`src/hw/rtl/rhc_pkg.sv`:
```
// Package for the RGB/HSV color converter: fixed-point constants, request
// codes, item types and the component saturate function.
// No dependencies.
`default_nettype none
package rhc_pkg;

	localparam int FRAC_BITS  = 15;
	localparam int FIELD_W    = 16;
	localparam int CW         = FRAC_BITS + 1;
	localparam int DEN_W      = FRAC_BITS + 4;
	localparam int DIV_STAGES = 4;
	localparam int DIV_BPS    = (CW + DIV_STAGES - 1) / DIV_STAGES;
	localparam int DIV_TOT    = DIV_STAGES * DIV_BPS;
	localparam int NUM_W      = DEN_W + DIV_TOT;

	localparam logic [CW-1:0]     ONE      = {1'b1, {FRAC_BITS{1'b0}}};
	localparam logic [2*CW-1:0]   HALF_P   = (2*CW)'(1) << (FRAC_BITS - 1);

	localparam logic [1:0] REQ_PASS    = 2'd0;
	localparam logic [1:0] REQ_HSV2RGB = 2'd1;
	localparam logic [1:0] REQ_RGB2HSV = 2'd2;

	typedef struct packed {
		logic [1:0]         req_type;
		logic [FIELD_W-1:0] in_first;
		logic [FIELD_W-1:0] in_second;
		logic [FIELD_W-1:0] in_third;
		logic [FIELD_W-1:0] in_alpha;
	} in_item_t;

	typedef struct packed {
		logic [FIELD_W-1:0] out_first;
		logic [FIELD_W-1:0] out_second;
		logic [FIELD_W-1:0] out_third;
		logic [FIELD_W-1:0] out_alpha;
	} out_item_t;

	function automatic logic [CW-1:0] sat_one(input logic [FIELD_W-1:0] x);
		logic [CW-1:0] r;
		if (x > FIELD_W'(ONE)) begin
			r = ONE;
		end else begin
			r = CW'(x);
		end
		return r;
	endfunction

endpackage
`default_nettype wire

```
`src/hw/rtl/rhc_div_pipe.sv`:
```
// Pipelined restoring divider, DIV_BPS quotient bits per register stage.
// One division accepted every cycle. Uses rhc_pkg.
`default_nettype none
module rhc_div_pipe (
	input  wire logic                      clk,
	input  wire logic [rhc_pkg::NUM_W-1:0] num,
	input  wire logic [rhc_pkg::DEN_W-1:0] den,
	output logic      [rhc_pkg::CW-1:0]    quo
);
	import rhc_pkg::*;

	logic [DEN_W-1:0]   rem_s [DIV_STAGES+1];
	logic [DIV_TOT-1:0] nlo_s [DIV_STAGES+1];
	logic [DEN_W-1:0]   den_s [DIV_STAGES+1];
	logic [CW-1:0]      quo_s [DIV_STAGES+1];

	assign rem_s[0] = num[NUM_W-1:DIV_TOT];
	assign nlo_s[0] = num[DIV_TOT-1:0];
	assign den_s[0] = den;
	assign quo_s[0] = '0;

	for (genvar k = 0; k < DIV_STAGES; k++) begin : g_stage
		logic [DEN_W-1:0]   rem_n;
		logic [DIV_TOT-1:0] nlo_n;
		logic [CW-1:0]      quo_n;

		always_comb begin : step
			logic [DEN_W:0] r2;
			rem_n = rem_s[k];
			nlo_n = nlo_s[k];
			quo_n = quo_s[k];
			for (int j = 0; j < DIV_BPS; j++) begin
				r2    = {rem_n, nlo_n[DIV_TOT-1]};
				nlo_n = nlo_n << 1;
				if (r2 >= {1'b0, den_s[k]}) begin
					r2    = r2 - {1'b0, den_s[k]};
					quo_n = {quo_n[CW-2:0], 1'b1};
				end else begin
					quo_n = {quo_n[CW-2:0], 1'b0};
				end
				rem_n = r2[DEN_W-1:0];
			end
		end

		always_ff @(posedge clk) begin
			rem_s[k+1] <= rem_n;
			nlo_s[k+1] <= nlo_n;
			den_s[k+1] <= den_s[k];
			quo_s[k+1] <= quo_n;
		end
	end

	assign quo = quo_s[DIV_STAGES];

endmodule
`default_nettype wire

```
`src/hw/rtl/rgb_hsv_color_converter.sv`:
```
// RGB/HSV color converter, top level: seven-stage pipeline with two
// pipelined dividers for hue and saturation. Uses rhc_pkg, rhc_div_pipe.
//
// One item is taken every clock (busy is always low); its result appears on
// result with done high from the stage-7 output register. The pipeline is
// two stages of operand preparation, the two 4-stage dividers and the output
// register. The receiver cannot stall and no result is ever held back.
`default_nettype none
module rgb_hsv_color_converter (
	input  wire logic               clk,
	input  wire logic               arst_n,
	input  wire logic               start,
	output logic                    busy,
	input  wire rhc_pkg::in_item_t  pixel,
	output logic                    done,
	output rhc_pkg::out_item_t      result
);
	import rhc_pkg::*;

	localparam int NW = CW + 3;

	logic vld_s1, vld_s2, vld_s3, vld_s4, vld_s5, vld_s6, vld_s7;
	in_item_t it_s1, it_s2, it_s3, it_s4, it_s5, it_s6;
	logic [1:0] req_s7;

	// stage 1
	logic [CW-1:0] r_c, g_c, b_c;
	logic [CW-1:0] r_s1, g_s1, b_s1, mx_s1, mn_s1;
	logic [FRAC_BITS-1:0] h_s1;
	logic [2*CW-1:0] vs_s1;

	assign r_c = sat_one(pixel.in_first);
	assign g_c = sat_one(pixel.in_second);
	assign b_c = sat_one(pixel.in_third);

	always_ff @(posedge clk) begin
		it_s1 <= pixel;
		r_s1  <= r_c;
		g_s1  <= g_c;
		b_s1  <= b_c;
		mx_s1 <= (r_c > g_c) ? ((b_c > r_c) ? b_c : r_c) : ((b_c > g_c) ? b_c : g_c);
		mn_s1 <= (r_c < g_c) ? ((b_c < r_c) ? b_c : r_c) : ((b_c < g_c) ? b_c : g_c);
		h_s1  <= pixel.in_first[FRAC_BITS-1:0];
		vs_s1 <= (2*CW)'(g_c) * (2*CW)'(b_c);
	end

	// stage 2
	logic [CW-1:0] d_c;
	logic [NW-1:0] d6_c, n_c;
	logic [2*CW-1:0] csum_c;
	logic [FRAC_BITS+2:0] h6_c;
	logic [CW-1:0] f_c;
	logic [NUM_W-1:0] hnum_s2, snum_s2;
	logic [DEN_W-1:0] hden_s2, sden_s2;
	logic [CW-1:0] mx_s2, v_s2, c_s2, t_s2;
	logic [2:0] sec_s2;
	logic dz_s2, mz_s2;

	assign d_c  = mx_s1 - mn_s1;
	assign d6_c = NW'(d_c) * NW'(6);
	always_comb begin
		if (mx_s1 == r_s1) begin
			if (g_s1 >= b_s1) begin
				n_c = NW'(g_s1) - NW'(b_s1);
			end else begin
				n_c = d6_c - (NW'(b_s1) - NW'(g_s1));
			end
		end else if (mx_s1 == g_s1) begin
			n_c = {d_c, 1'b0} + NW'(b_s1) - NW'(r_s1);
		end else begin
			n_c = {d_c, 2'b00} + NW'(r_s1) - NW'(g_s1);
		end
	end
	assign csum_c = vs_s1 + HALF_P;
	assign h6_c   = (FRAC_BITS+3)'(h_s1) * (FRAC_BITS+3)'(6);
	assign f_c    = {1'b0, h6_c[FRAC_BITS-1:0]};

	always_ff @(posedge clk) begin
		it_s2   <= it_s1;
		hnum_s2 <= NUM_W'({n_c, {(FRAC_BITS+1){1'b0}}}) + NUM_W'(d6_c);
		hden_s2 <= DEN_W'({d6_c, 1'b0});
		snum_s2 <= NUM_W'({d_c, {(FRAC_BITS+1){1'b0}}}) + NUM_W'(mx_s1);
		sden_s2 <= DEN_W'({mx_s1, 1'b0});
		dz_s2   <= (d_c == '0);
		mz_s2   <= (mx_s1 == '0);
		mx_s2   <= mx_s1;
		v_s2    <= b_s1;
		c_s2    <= csum_c[FRAC_BITS+CW-1:FRAC_BITS];
		sec_s2  <= h6_c[FRAC_BITS+2:FRAC_BITS];
		t_s2    <= h6_c[FRAC_BITS] ? (ONE - f_c) : f_c;
	end

	logic [CW-1:0] hq, sq;

	rhc_div_pipe u_hue_div (.clk(clk), .num(hnum_s2), .den(hden_s2), .quo(hq));
	rhc_div_pipe u_sat_div (.clk(clk), .num(snum_s2), .den(sden_s2), .quo(sq));

	// stages 3..6, HSV to RGB arm and sideband
	logic [CW-1:0] mx_s3, mx_s4, mx_s5, mx_s6;
	logic dz_s3, dz_s4, dz_s5, dz_s6, mz_s3, mz_s4, mz_s5, mz_s6;
	logic [CW-1:0] v_s3, c_s3, v_s4, m_s4, xm_s4;
	logic [2:0] sec_s3, sec_s4;
	logic [2*CW-1:0] ct_s3, xs_c;
	logic [CW-1:0] o0_s5, o1_s5, o2_s5, o0_s6, o1_s6, o2_s6;

	assign xs_c = ct_s3 + HALF_P;

	always_ff @(posedge clk) begin
		it_s3  <= it_s2;
		mx_s3  <= mx_s2;
		dz_s3  <= dz_s2;
		mz_s3  <= mz_s2;
		v_s3   <= v_s2;
		c_s3   <= c_s2;
		sec_s3 <= sec_s2;
		ct_s3  <= (2*CW)'(c_s2) * (2*CW)'(t_s2);

		it_s4  <= it_s3;
		mx_s4  <= mx_s3;
		dz_s4  <= dz_s3;
		mz_s4  <= mz_s3;
		v_s4   <= v_s3;
		sec_s4 <= sec_s3;
		m_s4   <= v_s3 - c_s3;
		xm_s4  <= xs_c[FRAC_BITS+CW-1:FRAC_BITS] + (v_s3 - c_s3);

		it_s5 <= it_s4;
		mx_s5 <= mx_s4;
		dz_s5 <= dz_s4;
		mz_s5 <= mz_s4;
		case (sec_s4)
			3'd0: begin
				o0_s5 <= v_s4;  o1_s5 <= xm_s4; o2_s5 <= m_s4;
			end
			3'd1: begin
				o0_s5 <= xm_s4; o1_s5 <= v_s4;  o2_s5 <= m_s4;
			end
			3'd2: begin
				o0_s5 <= m_s4;  o1_s5 <= v_s4;  o2_s5 <= xm_s4;
			end
			3'd3: begin
				o0_s5 <= m_s4;  o1_s5 <= xm_s4; o2_s5 <= v_s4;
			end
			3'd4: begin
				o0_s5 <= xm_s4; o1_s5 <= m_s4;  o2_s5 <= v_s4;
			end
			default: begin
				o0_s5 <= v_s4;  o1_s5 <= m_s4;  o2_s5 <= xm_s4;
			end
		endcase

		it_s6 <= it_s5;
		mx_s6 <= mx_s5;
		dz_s6 <= dz_s5;
		mz_s6 <= mz_s5;
		o0_s6 <= o0_s5;
		o1_s6 <= o1_s5;
		o2_s6 <= o2_s5;
	end

	// stage 7, output register
	always_ff @(posedge clk) begin
		req_s7 <= it_s6.req_type;
		result.out_alpha <= it_s6.in_alpha;
		case (it_s6.req_type)
			REQ_HSV2RGB: begin
				result.out_first  <= FIELD_W'(o0_s6);
				result.out_second <= FIELD_W'(o1_s6);
				result.out_third  <= FIELD_W'(o2_s6);
			end
			REQ_RGB2HSV: begin
				result.out_first  <= (dz_s6 || hq >= ONE) ? '0 : FIELD_W'(hq);
				result.out_second <= mz_s6 ? '0 : FIELD_W'(sq);
				result.out_third  <= FIELD_W'(mx_s6);
			end
			default: begin
				result.out_first  <= it_s6.in_first;
				result.out_second <= it_s6.in_second;
				result.out_third  <= it_s6.in_third;
			end
		endcase
	end

	always_ff @(posedge clk or negedge arst_n) begin
		if (!arst_n) begin
			vld_s1 <= 1'b0;
			vld_s2 <= 1'b0;
			vld_s3 <= 1'b0;
			vld_s4 <= 1'b0;
			vld_s5 <= 1'b0;
			vld_s6 <= 1'b0;
			vld_s7 <= 1'b0;
		end else begin
			vld_s1 <= start && !busy;
			vld_s2 <= vld_s1;
			vld_s3 <= vld_s2;
			vld_s4 <= vld_s3;
			vld_s5 <= vld_s4;
			vld_s6 <= vld_s5;
			vld_s7 <= vld_s6;
		end
	end

	assign busy = 1'b0;
	assign done = vld_s7;

	a_lat: assert property (@(posedge clk) disable iff (!arst_n)
		(start && !busy) |-> ##7 done) else $error("item result missing");
	a_src: assert property (@(posedge clk) disable iff (!arst_n)
		done |-> $past(start && !busy, 7)) else $error("result without item");
	a_hue: assert property (@(posedge clk) disable iff (!arst_n)
		(done && req_s7 == REQ_RGB2HSV) |-> result.out_first < FIELD_W'(ONE))
		else $error("hue out of range");
	a_rgb: assert property (@(posedge clk) disable iff (!arst_n)
		(done && req_s7 == REQ_HSV2RGB) |-> (result.out_first <= FIELD_W'(ONE)
		&& result.out_second <= FIELD_W'(ONE) && result.out_third <= FIELD_W'(ONE)))
		else $error("rgb component above one");

endmodule
`default_nettype wire

```
`config.mk`:
```
export PLATFORM = sky130hd
export DESIGN_NAME = rgb_hsv_color_converter
export DESIGN_NICKNAME = d
export VERILOG_FILES = /design/src/hw/rtl/rhc_pkg.sv /design/src/hw/rtl/rhc_div_pipe.sv /design/src/hw/rtl/rgb_hsv_color_converter.sv
export SDC_FILE = /design/constraint.sdc
export NUM_CORES = 2
export LEC_CHECK = 0
export ABC_AREA = 1
export BUFFER_PORTS_ARGS = -buffer_cell sky130_fd_sc_hd__buf_2
export CORE_MARGIN = 2
export CORE_UTILIZATION = 50
export DETAILED_ROUTE_END_ITERATION = 12
export GPL_TIMING_DRIVEN = 0
export PLACE_DENSITY = 0.63
export SLEW_MARGIN = 40
export SYNTH_ARGS = -nofsm -noshare
export SYNTH_HDL_FRONTEND = slang
export SYNTH_SLANG_ARGS = --single-unit
export TNS_END_PERCENT = 50
```
`constraint.sdc`:
```
create_clock -name clk -period 14 [get_ports clk]
set_clock_uncertainty 0.1 [all_clocks]
set_input_delay 0.7 -clock clk [delete_from_list [all_inputs] [get_ports clk]]
set_output_delay 0.7 -clock clk [all_outputs]
set_load 0.01 [all_outputs]
```
==> results.sh <==
export IMPL_place_gp_congestion=0.9746
export IMPL_rsz0062_at_grt="no"
export IMPL_clk_latency_ns=0.77
export IMPL_grt_pass1_wl_um=413800
export IMPL_die_h_um=415.2
export IMPL_async_reset_ff_share_pct=0.5887
export IMPL_synth_edf_count=0
export IMPL_die_x_um=415.2
export IMPL_setup_worst_path_end_class="flop"
export IMPL_placeableCoreArea_sq_um=167600
export IMPL_synthXorXnorAreaFrac_pct=6.660
export IMPL_maxCapViolCount=0
export IMPL_grt_max_degree=19
export IMPL_tightest_slew_ns=0.9160
export IMPL_io_buffers=133
export IMPL_postCtsSetupBuffers=0
export IMPL_crit_path_start_kind="flop"
export IMPL_grt_antenna_before_repair=19
export IMPL_hold_path_class="input pin to flop"
export IMPL_drc=0
export IMPL_die_area_sq_um=172400
export IMPL_ys_flop_type="dfxtp_1"
export IMPL_clock_path_buffers=3
export IMPL_max_freq_mhz=86.07
export IMPL_gr_usage_all_layers_pct=30.85
export IMPL_crit_path_max_incr_delay_ns=0.77
export IMPL_gr_total_overflow=0
export IMPL_setup_viol=0
export IMPL_hold_viol=0
export IMPL_synth_top_family_by_area="adder cells"
export IMPL_cp_slowest_cell="dfxtp_1"
export IMPL_use_met1_pct=41.80
export IMPL_synth_area_sq_um=84560
export IMPL_syn_area_per_cell_sq_um=7.758
export IMPL_seq_area_frac_synth_pct=28.19
export IMPL_synth_seq_cells=1189
export IMPL_first_global_vias=71950
export IMPL_ant_nets=0
export IMPL_detail_route_wl_per_cell_um=19.88
export IMPL_yosys_area_top_type="dfxtp_1"
export IMPL_clkTransAtPathRegs_ns=0.06
export IMPL_critical_path_class="flop to flop"
export IMPL_fin_util_pct=55.49
export IMPL_synth_simple_area_share_pct=19.02
export IMPL_numCtsBuffers=121
export IMPL_period_needed_ns=11.62
export IMPL_vias=73350
export IMPL_grt_busiest_layer="met2"
export IMPL_cts_htree_levels=3
export IMPL_nNetsFinal=12690
export IMPL_dp_hpwl_um=221100
export IMPL_ys_warn_count=0
export IMPL_ios=135
export IMPL_cts_root_buf="clkbuf_16"
export IMPL_maxSlewHeadroom_pct=38.14
export IMPL_min_period_over_period_pct=82.99
export IMPL_outcome="finished, final reports clean"
export IMPL_worstPathRequired_ns=14.61
export IMPL_gr_usage_met2_pct=49.36
export IMPL_cts_tree="yes"
export IMPL_cts_sinks=1189
export IMPL_synthDistinctLibCells=74
export IMPL_yosys_area_share_adder_pct=24.73
export IMPL_crit_top_cell="nand2_1"
export IMPL_drt_iter0_drc=5425
export IMPL_grt_util_met3_pct=4.570
export IMPL_slew_violations=0
export IMPL_first_pass_iters=6
export IMPL_vias_per_cell=5.422
export IMPL_row_count=150
export IMPL_synth_top_area_share_pct=27.98
export IMPL_start_util_pct=50.45
export IMPL_synthesis_nets=12380
export IMPL_crit_fanout=10
export IMPL_synth_compound_area_share_pct=12.85
export IMPL_finalSetupTns_ns=0
export IMPL_crit_arrival_ns=12.23
export IMPL_synthCells=10900
export IMPL_yosys_mux_area_fraction_pct=0.01332
export IMPL_yosys_top_cells_area="dfxtp_1 (28%), ha_1 (14%), nand2_1 (11%)"
export IMPL_area_delta_synth_final_pct=9.981
export IMPL_drive_gt1_share_pct=5.036
export IMPL_wl_um=268900
-- kinds of logic after synthesis --
kind of cell    Yosys count
simple gates           3849
compound gates         1937
buf+inv                1873
fa+ha+maj              1407
flops                  1189
xor+xnor                643
other cells               1
mux                       1
-- metal layers --
metal | part of all wire [%] | vias to the layer above
met3 | 6.3 | 520
li1 | - | 35960
met1 | 45 | 34640
met4 | 4.4 | 6
met2 | 44 | 2229
met5 | 0.012 | -
-- cells in the final DEF (no fill, tap or decap), types with 31 or more instances in the layout --
cell type         n
o221ai_1         62
xor2_1          394
o21a_1           33
a21o_1           57
nor4_1           40
clkbuf_16       122
a21boi_0         31
dlygate4sd3_1    60
inv_1          1614
nand4_1         108
nor3_1          110
buf_2           174
clkbuf_1        160
o21ai_1          44
nand2_1        2455
nand3_1         371
nor2_1          623
o21bai_1         54
a31oi_1          42
o21ai_0         618
xnor2_1         244
a21oi_1         847
ha_1            966
dfxtp_1        1182
fa_1            441
-- state kept, by name (all words and copies together), names as in the netlist, 17 cells and up --
register,count
it_s2,66
hnum_s2,19
vs_s1,17
u_sat_div.rem_s,57
u_hue_div.quo_s,24
it_s4,66
it_s1,52
hden_s2,17
u_sat_div.quo_s,24
u_hue_div.rem_s,57
u_sat_div.den_s,24
it_s5,66
ct_s3,17
it_s3,66
it_s6,66
result,64
u_hue_div.den_s,45
-- final timing paths --
kind | start | endpoint | slack (ns) | depth (start not counted)
hold reg to reg | o2_s5[14] | o2_s6[14] | 0.21 | 0
hold / removal | pixel[60] | h_s1[12] | 0.06 | 1
setup / recovery | hden_s2[2] | u_hue_div.rem_s[74] | 2.38 | 56
setup reg to reg | hden_s2[2] | u_hue_div.rem_s[74] | 2.38 | 56
max in group asynchronous | arst_n | vld_s3 | 13.42 | 2
min in group asynchronous | arst_n | done | 0.24 | 2
-- Yosys cell counts, drive strengths merged, types with 10 or more instances --
| library cell | number |
|---|---|
| a211oi | 23 |
| a21boi | 35 |
| a21o | 57 |
| a21oi | 851 |
| a31oi | 42 |
| buf | 68 |
| clkbuf | 155 |
| clkinv | 17 |
| dfxtp | 1182 |
| fa | 441 |
| ha | 966 |
| inv | 1633 |
| nand2 | 2494 |
| nand3 | 387 |
| nand3b | 15 |
| nand4 | 110 |
| nor2 | 647 |
| nor3 | 110 |
| nor4 | 41 |
| o2111ai | 12 |
| o211ai | 28 |
| o21a | 33 |
| o21ai | 665 |
| o21bai | 56 |
| o221ai | 62 |
| o22ai | 26 |
| o31ai | 10 |
| or2 | 26 |
| xnor2 | 244 |
| xor2 | 399 |
-- metrics by stage --
step	hold WS, ns	worst slack [ns]	instance area, sq um	std cells
floorplan	0.2096	5.076	84560	10900
global placement	0.2095	2.552	87980	13240
detailed placement	0.2121	2.469	88040	13240
CTS	0.001225	2.401	92980	13520
global route	0.01801	1.288	92980	13520
finish	0.06251	2.382	93000	13530
-- layout make-up --
| class | instances | area, sq um |
|---|---|---|
| Buffer | 223 | 1020 |
| Sequential cell | 1189 | 23840 |
| Inverter | 1650 | 6197 |
| Clock buffer | 149 | 3314 |
| Timing Repair Buffer | 193 | 1266 |
| Multi-Input combinational cell | 7838 | 53570 |
| Tap cell | 2204 | 2758 |
| Clock inverter | 77 | 1021 |
| Antenna cell | 6 | 15.01 |
| Fill cell | 15960 | 74600 |
-- critical path, delay by kind of cell (launching register included) --
kind	cells	cell delay (ns)
buffers and inverters	7	1.33
and+or+nand+nor	25	3.04
AOI/OAI and AO/OA	19	4.51
adders and majority gates	5	1.78
DFF	1	0.77
-- timing repair --
| item | 4_1_cts | 5_1_grt |
|---|---|---|
| hold endpoints to repair | 66 | 0 |
| hold buffers | 60 | 0 |
| gates resized for setup | 0 | 0 |
| endpoints found under the setup margin | 0 | 0 |
Power is left out: the tool's default activity adds up to more than one toggle a clock period on the data nets, which glitch-free logic cannot reach.
